File: src/hw/rtl/slm_pkg.sv
// ----------------------------------------------------------------------------
// slm_pkg: shared types and constants of the sound level meter
// Field widths, register indexes, reset values and sequencer states.
// ----------------------------------------------------------------------------
package slm_pkg;

  localparam int unsigned SAMPLE_BITS = 12;
  localparam int unsigned MAX_WINDOW  = 4096;

  localparam int unsigned WIN_W       = 13;
  localparam int unsigned THR_W       = 23;
  localparam int unsigned MEAN_W      = 23;
  localparam int unsigned INT_W       = 3;
  localparam int unsigned NUM_LEVELS  = 4;
  localparam int unsigned LVL_IDX_W   = 2;
  localparam int unsigned CFG_IDX_W   = 3;
  localparam int unsigned CFG_DATA_W  = 23;
  localparam int unsigned OUT_TDATA_W = 32;

  typedef enum logic [CFG_IDX_W-1:0] {
    REG_WINDOW_LENGTH = 3'd0,
    REG_LEVEL_ONE     = 3'd1,
    REG_LEVEL_TWO     = 3'd2,
    REG_LEVEL_THREE   = 3'd3,
    REG_LEVEL_FOUR    = 3'd4
  } reg_idx_e;

  localparam logic [WIN_W-1:0] WINDOW_RST      = 13'd1024;
  localparam logic [THR_W-1:0] LEVEL_ONE_RST   = 23'd62;
  localparam logic [THR_W-1:0] LEVEL_TWO_RST   = 23'd617;
  localparam logic [THR_W-1:0] LEVEL_THREE_RST = 23'd6163;
  localparam logic [THR_W-1:0] LEVEL_FOUR_RST  = 23'd61623;

  typedef struct packed {
    logic [WIN_W-1:0]                       window_length;
    logic [NUM_LEVELS-1:0][THR_W-1:0]       level_threshold;
  } cfg_t;

  typedef struct packed {
    logic [INT_W-1:0]  intensity;
    logic              silent;
    logic [MEAN_W-1:0] mean_square;
  } res_t;

  typedef enum logic [2:0] {
    ST_IDLE     = 3'd0,
    ST_SQUARE   = 3'd1,
    ST_ACCUM    = 3'd2,
    ST_DIVIDE   = 3'd3,
    ST_CLASSIFY = 3'd4,
    ST_DONE     = 3'd5
  } state_e;

endpackage

File: src/hw/rtl/slm_sub.sv
// ----------------------------------------------------------------------------
// slm_sub: shared trial subtractor
// Gives a - b and whether a >= b; used for divide steps and threshold checks.
// ----------------------------------------------------------------------------
module slm_sub #(
  parameter int unsigned Width = 35
) (
  input  logic [Width-1:0] a_i,
  input  logic [Width-1:0] b_i,
  output logic [Width-1:0] diff_o,
  output logic             ge_o
);

  logic [Width:0] full;

  assign full   = {1'b0, a_i} - {1'b0, b_i};
  // no borrow out means a >= b
  assign ge_o   = ~full[Width];
  assign diff_o = full[Width-1:0];

endmodule

File: src/hw/rtl/slm_engine.sv
// ----------------------------------------------------------------------------
// slm_engine: accumulate and reduce sequencer
// Squares and sums centred samples; at window end divides bit by bit and
// classifies the mean against the thresholds with the shared subtractor.
// ----------------------------------------------------------------------------
module slm_engine #(
  parameter int unsigned SampleBits = slm_pkg::SAMPLE_BITS,
  parameter int unsigned MaxWindow  = slm_pkg::MAX_WINDOW
) (
  input  logic                  clk_i,
  input  logic                  rst_ni,
  input  slm_pkg::cfg_t         cfg_i,
  input  logic                  in_valid_i,
  output logic                  in_ready_o,
  input  logic [SampleBits-1:0] sample_i,
  output logic                  res_valid_o,
  input  logic                  res_ready_i,
  output slm_pkg::res_t         res_o
);

  localparam int unsigned CntW  = $clog2(MaxWindow + 1);
  localparam int unsigned SqW   = 2 * SampleBits - 1;
  localparam int unsigned SumW  = CntW + 2 * SampleBits - 2;
  localparam int unsigned StepW = $clog2(SumW);
  localparam int unsigned CmpW  = (CntW > slm_pkg::WIN_W) ? CntW : slm_pkg::WIN_W;
  localparam int unsigned AluW  = (SumW > slm_pkg::THR_W) ? SumW : slm_pkg::THR_W;

  localparam logic [SampleBits-1:0]    Half    = {1'b1, {(SampleBits-1){1'b0}}};
  localparam logic [CmpW-1:0]          MaxWin  = CmpW'(MaxWindow);
  localparam logic [slm_pkg::INT_W-1:0] LastLvl = slm_pkg::INT_W'(slm_pkg::NUM_LEVELS - 1);

  slm_pkg::state_e state_q, state_d;

  logic [SampleBits-1:0]       mag, mag_q;
  logic [2*SampleBits-1:0]     prod;
  logic [SqW-1:0]              sq_q;
  logic [SumW-1:0]             sum_q;
  logic [CntW-1:0]             cnt_q, cnt_inc;
  logic [CntW-1:0]             rem_q;
  logic [StepW-1:0]            step_q;
  logic [slm_pkg::INT_W-1:0]   lvl_q;
  logic                        silent_q;
  logic [CmpW-1:0]             win_ext, eff_win;
  logic                        close;
  logic [CntW:0]               trial;
  logic [AluW-1:0]             alu_a, alu_b, alu_diff;
  logic                        alu_ge;

  // centre on mid-scale and take the magnitude
  assign mag = sample_i[SampleBits-1] ? {1'b0, sample_i[SampleBits-2:0]} : Half - sample_i;
  assign prod = mag_q * mag_q;

  assign cnt_inc = cnt_q + CntW'(1);
  assign win_ext = CmpW'(cfg_i.window_length);

  always_comb begin
    eff_win = win_ext;
    if (win_ext == '0) begin
      eff_win = CmpW'(1);
    end else if (win_ext > MaxWin) begin
      eff_win = MaxWin;
    end
  end

  assign close = CmpW'(cnt_inc) >= eff_win;
  assign trial = {rem_q, sum_q[SumW-1]};

  always_comb begin
    alu_a = '0;
    alu_b = '0;
    case (state_q)
      slm_pkg::ST_DIVIDE: begin
        alu_a = AluW'(trial);
        alu_b = AluW'(cnt_q);
      end
      slm_pkg::ST_CLASSIFY: begin
        alu_a = AluW'(sum_q);
        alu_b = AluW'(cfg_i.level_threshold[lvl_q[slm_pkg::LVL_IDX_W-1:0]]);
      end
      default: begin
        alu_a = '0;
        alu_b = '0;
      end
    endcase
  end

  slm_sub #(
    .Width(AluW)
  ) u_sub (
    .a_i   (alu_a),
    .b_i   (alu_b),
    .diff_o(alu_diff),
    .ge_o  (alu_ge)
  );

  always_ff @(posedge clk_i or negedge rst_ni) begin
    if (!rst_ni) begin
      state_q <= slm_pkg::ST_IDLE;
    end else begin
      state_q <= state_d;
    end
  end

  always_comb begin
    state_d     = state_q;
    in_ready_o  = 1'b0;
    res_valid_o = 1'b0;
    case (state_q)
      slm_pkg::ST_IDLE: begin
        in_ready_o = 1'b1;
        if (in_valid_i) begin
          state_d = slm_pkg::ST_SQUARE;
        end
      end
      slm_pkg::ST_SQUARE: begin
        state_d = slm_pkg::ST_ACCUM;
      end
      slm_pkg::ST_ACCUM: begin
        state_d = close ? slm_pkg::ST_DIVIDE : slm_pkg::ST_IDLE;
      end
      slm_pkg::ST_DIVIDE: begin
        if (step_q == '0) begin
          state_d = slm_pkg::ST_CLASSIFY;
        end
      end
      slm_pkg::ST_CLASSIFY: begin
        if (!alu_ge || lvl_q == LastLvl) begin
          state_d = slm_pkg::ST_DONE;
        end
      end
      slm_pkg::ST_DONE: begin
        res_valid_o = 1'b1;
        if (res_ready_i) begin
          state_d = slm_pkg::ST_IDLE;
        end
      end
      default: begin
        state_d = slm_pkg::ST_IDLE;
      end
    endcase
  end

  // window state
  always_ff @(posedge clk_i or negedge rst_ni) begin
    if (!rst_ni) begin
      sum_q  <= '0;
      cnt_q  <= '0;
      step_q <= '0;
      lvl_q  <= '0;
    end else begin
      case (state_q)
        slm_pkg::ST_ACCUM: begin
          sum_q  <= sum_q + SumW'(sq_q);
          cnt_q  <= cnt_inc;
          step_q <= StepW'(SumW - 1);
        end
        slm_pkg::ST_DIVIDE: begin
          // dividend shifts out at the top, quotient bits shift in below
          sum_q  <= {sum_q[SumW-2:0], alu_ge};
          step_q <= step_q - StepW'(1);
          lvl_q  <= '0;
        end
        slm_pkg::ST_CLASSIFY: begin
          if (alu_ge) begin
            lvl_q <= lvl_q + slm_pkg::INT_W'(1);
          end
        end
        slm_pkg::ST_DONE: begin
          if (res_ready_i) begin
            sum_q <= '0;
            cnt_q <= '0;
          end
        end
        default: begin
        end
      endcase
    end
  end

  // datapath registers
  always_ff @(posedge clk_i) begin
    if (state_q == slm_pkg::ST_IDLE && in_valid_i) begin
      mag_q <= mag;
    end
    if (state_q == slm_pkg::ST_SQUARE) begin
      sq_q <= prod[SqW-1:0];
    end
    if (state_q == slm_pkg::ST_ACCUM) begin
      rem_q    <= '0;
      silent_q <= (sum_q == '0) && (sq_q == '0);
    end
    if (state_q == slm_pkg::ST_DIVIDE) begin
      rem_q <= alu_ge ? alu_diff[CntW-1:0] : trial[CntW-1:0];
    end
  end

  assign res_o.mean_square = slm_pkg::MEAN_W'(sum_q);
  assign res_o.silent      = silent_q;
  assign res_o.intensity   = lvl_q;

endmodule

File: src/hw/rtl/sound_level_meter_unit.sv
// ----------------------------------------------------------------------------
// sound_level_meter_unit: windowed mean-square sound level meter
// Averages squared centred samples per window and classifies the level.
// ----------------------------------------------------------------------------
// usage:
//   s_axis carries one converter sample per item in tdata; bits above the
//   sample width are ignored. cfg_* writes the window length (index 0) and the
//   four level thresholds (index 1 to 4); other indexes are dropped. write
//   registers only while the block is idle.
//   m_axis carries one result item per completed window.
// sequence:
//   a sample that does not end a window passes through the magnitude, square and
//   accumulate steps. a sample that ends a window adds one divide step per sum
//   bit (35 at default parameters), then up to 4 threshold compares, and then
//   the result is offered to the output register. the shared subtractor
//   serves both the divide and the compares, and s_axis_tready is low while
//   an item is being worked on.
// reset clears the accumulator, the sample count and the output valid flag, and
// returns the configuration registers to their default values. when m_axis stalls, the
// result waits in the output register and the next sample is still taken;
// a second result waits in the engine until the register frees up.
// ----------------------------------------------------------------------------
module sound_level_meter_unit #(
  parameter int unsigned  MaxWindow  = slm_pkg::MAX_WINDOW,
  localparam int unsigned SampleBits = slm_pkg::SAMPLE_BITS,
  localparam int unsigned InTdataW   = ((SampleBits + 7) / 8) * 8
) (
  input  logic                             clk_i,
  input  logic                             rst_ni,
  input  logic                             s_axis_tvalid,
  output logic                             s_axis_tready,
  input  logic [InTdataW-1:0]              s_axis_tdata,   // adc_sample
  output logic                             m_axis_tvalid,
  input  logic                             m_axis_tready,
  // mean_square [22:0], silent [23], intensity [26:24], zero fill
  output logic [slm_pkg::OUT_TDATA_W-1:0]  m_axis_tdata,
  input  logic                             cfg_valid_i,
  output logic                             cfg_ready_o,
  input  logic [slm_pkg::CFG_IDX_W-1:0]    cfg_index_i,
  input  logic [slm_pkg::CFG_DATA_W-1:0]   cfg_data_i
);

  localparam int unsigned ResW = $bits(slm_pkg::res_t);

  slm_pkg::cfg_t cfg_q;
  slm_pkg::res_t res, res_q;
  logic          res_valid, res_ready;
  logic          out_valid_q;

  assign cfg_ready_o = 1'b1;

  always_ff @(posedge clk_i or negedge rst_ni) begin
    if (!rst_ni) begin
      cfg_q.window_length      <= slm_pkg::WINDOW_RST;
      cfg_q.level_threshold[0] <= slm_pkg::LEVEL_ONE_RST;
      cfg_q.level_threshold[1] <= slm_pkg::LEVEL_TWO_RST;
      cfg_q.level_threshold[2] <= slm_pkg::LEVEL_THREE_RST;
      cfg_q.level_threshold[3] <= slm_pkg::LEVEL_FOUR_RST;
    end else if (cfg_valid_i) begin
      case (cfg_index_i)
        slm_pkg::REG_WINDOW_LENGTH: cfg_q.window_length <= cfg_data_i[slm_pkg::WIN_W-1:0];
        slm_pkg::REG_LEVEL_ONE:     cfg_q.level_threshold[0] <= cfg_data_i;
        slm_pkg::REG_LEVEL_TWO:     cfg_q.level_threshold[1] <= cfg_data_i;
        slm_pkg::REG_LEVEL_THREE:   cfg_q.level_threshold[2] <= cfg_data_i;
        slm_pkg::REG_LEVEL_FOUR:    cfg_q.level_threshold[3] <= cfg_data_i;
        default: begin
        end
      endcase
    end
  end

  slm_engine #(
    .SampleBits(SampleBits),
    .MaxWindow (MaxWindow)
  ) u_engine (
    .clk_i      (clk_i),
    .rst_ni     (rst_ni),
    .cfg_i      (cfg_q),
    .in_valid_i (s_axis_tvalid),
    .in_ready_o (s_axis_tready),
    .sample_i   (s_axis_tdata[SampleBits-1:0]),
    .res_valid_o(res_valid),
    .res_ready_i(res_ready),
    .res_o      (res)
  );

  // output register frees as soon as the current item is taken
  assign res_ready = !out_valid_q || m_axis_tready;

  always_ff @(posedge clk_i or negedge rst_ni) begin
    if (!rst_ni) begin
      out_valid_q <= 1'b0;
    end else if (res_ready) begin
      out_valid_q <= res_valid;
    end
  end

  always_ff @(posedge clk_i) begin
    if (res_ready && res_valid) begin
      res_q <= res;
    end
  end

  assign m_axis_tvalid = out_valid_q;
  assign m_axis_tdata  = slm_pkg::OUT_TDATA_W'(res_q[ResW-1:0]);

  // the engine is busy and drops s_axis_tready after taking a sample
  assert property (@(posedge clk_i) disable iff (!rst_ni)
    s_axis_tvalid && s_axis_tready |=> !s_axis_tready)
    else $error("engine took a sample while busy");

  assert property (@(posedge clk_i) disable iff (!rst_ni)
    m_axis_tvalid |-> m_axis_tdata[26:24] <= 3'd4)
    else $error("intensity out of range");

  assert property (@(posedge clk_i) disable iff (!rst_ni)
    m_axis_tvalid && m_axis_tdata[23] |-> m_axis_tdata[22:0] == '0)
    else $error("silent window with nonzero mean");

endmodule

File: config.mk
export PLATFORM = sky130hd
export DESIGN_NAME = sound_level_meter_unit
export DESIGN_NICKNAME = d
export VERILOG_FILES = /design/src/hw/rtl/slm_pkg.sv /design/src/hw/rtl/slm_sub.sv /design/src/hw/rtl/slm_engine.sv /design/src/hw/rtl/sound_level_meter_unit.sv
export SDC_FILE = /design/constraint.sdc
export NUM_CORES = 1
export LEC_CHECK = 0
export ABC_AREA = 1
export BUFFER_PORTS_ARGS = -buffer_cell sky130_fd_sc_hd__buf_4
export CAP_MARGIN = 10
export CORE_MARGIN = 2
export CORE_UTILIZATION = 40
export CTS_BUF_LIST = sky130_fd_sc_hd__clkbuf_4
export DETAILED_ROUTE_END_ITERATION = 16
export PLACE_DENSITY = 0.59
export SLEW_MARGIN = 15
export SYNTH_ARGS = -nofsm -noshare
export SYNTH_HDL_FRONTEND = slang
export SYNTH_SLANG_ARGS = --single-unit
File: constraint.sdc
create_clock -name clk_i -period 5.62 [get_ports clk_i]
set_input_delay 0.281 -clock clk_i [delete_from_list [all_inputs] [get_ports clk_i]]
set_output_delay 0.281 -clock clk_i [all_outputs]
set_load 0.01 [all_outputs]
==> results.json <==
{
  "vias": 15480,
  "post_drt_wl_per_cell_um": 16.15,
  "grtUsageTotal": 0.2154,
  "ys_types": 49,
  "rows": 77,
  "grt_pass1_wl_um": 79880,
  "end_kind": "register",
  "grt_max_degree": 79,
  "grt_setup_unrepaired": "no",
  "hold_viol": 0,
  "seq_area_mm2": 0.006439,
  "finalWorstPathRequiredPeriod_ns": 5.267,
  "synth_top_area_cell": "dfrtp_1",
  "synth_area_leaders": "dfrtp_1 (20%), edfxtp_1 (13%), nand2_1 (11%)",
  "synth-simple-area-share": 0.1998,
  "place_ws_ns": 0.3307,
  "ys_ff_latch": 241,
  "cap_violations": 0,
  "ys_top_cells_by_count": "nand2_1 (536), inv_1 (378), o21ai_0 (194)",
  "synth_most_common_cell": "nand2_1",
  "yosys.area.top_type_share": 0.1957,
  "fin_crit_sh": 0.9372,
  "die_w_um": 215.5,
  "tritoncts": "built",
  "die_area_mm2": 0.04646,
  "worstSkewPairLatency_ns": 0.76,
  "synth-edff-count": 75,
  "fmax_mhz": 189.9,
  "overflow": 0,
  "synth.area.mux_share": 0.0006291,
  "nets": 2639,
  "setup_viol_count_final": 0,
  "synth-xor-area-share": 0.02887,
  "initial_core_util": 0.4048,
  "whs_ns": 0.06512,
  "finalSetupTns_ns": 0,
  "vias_per_cell": 5.094,
  "port_buffers": 71,
  "place_inst": 2865,
  "drive_gt1_frac": 0.1137,
  "cts.htree.levels": 3,
  "drt_iter0_markers": 1097,
  "dr.pass1.iters": 5,
  "cts_buffer_depth": 3,
  "syn_to_final_growth_pct": 13.86,
  "cts_made_buffers": 70,
  "antenna_found_initial": 1,
  "routed_wl_um": 49070,
  "worstPathRequired_ns": 6.09,
  "tightest_slew_ns": 0.9573,
  "drc": 0,
  "clkTransAtPathRegs_ns": 0.06,
  "synth_ff_type": "dfrtp_1",
  "ant_nets": 0,
  "status": "complete, no violations",
  "clock-root-buffer": "clkbuf_4",
  "ys_warn_count": 0,
  "hp-class": "input pin to asynchronous set/reset pin",
  "async_flop_share": 0.6888,
  "synth_top_family_by_area": "simple AND/OR/NAND/NOR gates",
  "final_cells": 3038,
  "dpl.hpwl_um": 36240,
  "synth_fa_ha_area_frac": 0.1767,
  "path_class": "register to register",
  "cts.sinks": 241,
  "die_y_um": 215.5,
  "syn_area_per_cell_um2": 7.924,
  "report.final.slew_viol_count": 0,
  "synthCells": 2259,
  "setup_slack_ns": 0.3532,
  "cp.arrival_ns": 5.74,
  "max_slew_margin": 0.3618,
  "start_kind": "register",
  "gp_congestion": 0.9272,
  "synth-compound-area-share": 0.1322,
  "placeableCoreArea_mm2": 0.04422,
  "worstPathMaxFanout": 11,
  "ff2ff_setup_slack_ns": 0.35,
  "grt_pass1_vias": 15410,
  "synthesis.area_mm2": 0.01790,
  "ioPinCount": 82,
  "seq_area_frac_synth": 0.3597,
  "fin_skew_ns": 0.08900,
  "multi_input_area_mm2": 0.009666,
  "fill_cells": 4434
}
placed cells by master (no fill, tap or decap), types with 16 or more instances in the layout:
cell type	n
o22ai_1	23
nor2_1	145
nand2_1	536
xor2_1	44
o21ai_0	194
dfstp_2	26
nand3_1	86
a21oi_1	153
ha_1	120
dlygate4sd3_1	42
edfxtp_1	75
a22oi_1	16
nand4_1	27
buf_4	91
clkbuf_4	113
dfrtp_1	140
fa_1	83
inv_1	378
path summary, 6_finish.rpt:
| path | start | end | cells past startpoint |
|---|---|---|---|
| setup reg to reg | u_engine.mag_q[11] | u_engine.sq_q[18] | 18 |
| hold / removal | rst_ni | u_engine.cnt_q[1] | 2 |
| setup / recovery | u_engine.mag_q[11] | u_engine.sq_q[18] | 18 |
| max in group asynchronous | rst_ni | cfg_q[68] | 3 |
| min in group clk_i | cfg_index_i[2] | cfg_q[76] | 5 |
| hold reg to reg | u_engine.silent_q | m_axis_tdata[23] | 0 |
critical path, cell delays in order (launching register included):
cell and delay [ns]:
edfxtp_1 0.55, nand2_1 0.18, inv_1 0.07, fa_1 0.53
inv_1 0.05, fa_1 0.52, inv_1 0.05, fa_1 0.50
fa_1 0.54, inv_1 0.05, fa_1 0.52, inv_1 0.04
ha_1 0.36, nand2_1 0.11, nor2_1 0.20, inv_1 0.06
o21ai_0 0.37, a21oi_1 0.14, xnor2_1 0.14
cell families after synthesis:
logic type,Yosys count
buf+inv,466
simple gates,861
flops,241
other cells,2
xor+xnor,59
fa+ha+maj,203
compound gates,426
mux,1
stage by stage:
step	instance area (um2)	utilization
detailed placement	18970	0.4291
finish	20380	0.4609
global route	20380	0.4609
CTS	20360	0.4605
global placement	18970	0.4291
floorplan	17910	-
cell type report:
cell class                      instances  area share
Inverter                              386     0.07109
Clock inverter                         15    0.005955
Tap cell                              592     0.03634
Antenna cell                            1   0.0001228
Sequential cell                       241      0.3159
Timing Repair Buffer                  134     0.05470
Multi-Input combinational cell       1556      0.4742
Clock buffer                          113     0.04162
flip-flops by register name (all words and copies together), names as in the netlist, 6 cells and up:
signal / flops
u_engine.step_q: 6
cfg_q: 105
m_axis_tdata: 27
u_engine.mag_q: 12
u_engine.rem_q: 13
u_engine.sq_q: 22
u_engine.cnt_q: 13
u_engine.sum_q: 35
layer usage:
| layer | part of all wire | GRT usage | up-vias |
|---|---|---|---|
| met4 | 0.030 | 0.07770 | 0 |
| met1 | 0.47 | 0.2963 | 7345 |
| met2 | 0.44 | 0.3401 | 436 |
| met5 | 0 | 0 | - |
| met3 | 0.059 | 0.03961 | 98 |
| li1 | - | - | 7596 |
timing repair:
item	CTS	global route
setup endpoints to repair	0	1
gates resized for setup	0	0
hold endpoints to repair	175	0
setup buffers	0	2
hold buffers	42	0
Power is left out: the tool's default activity adds up to more than one toggle a clock period on the data nets, which glitch-free logic cannot reach.
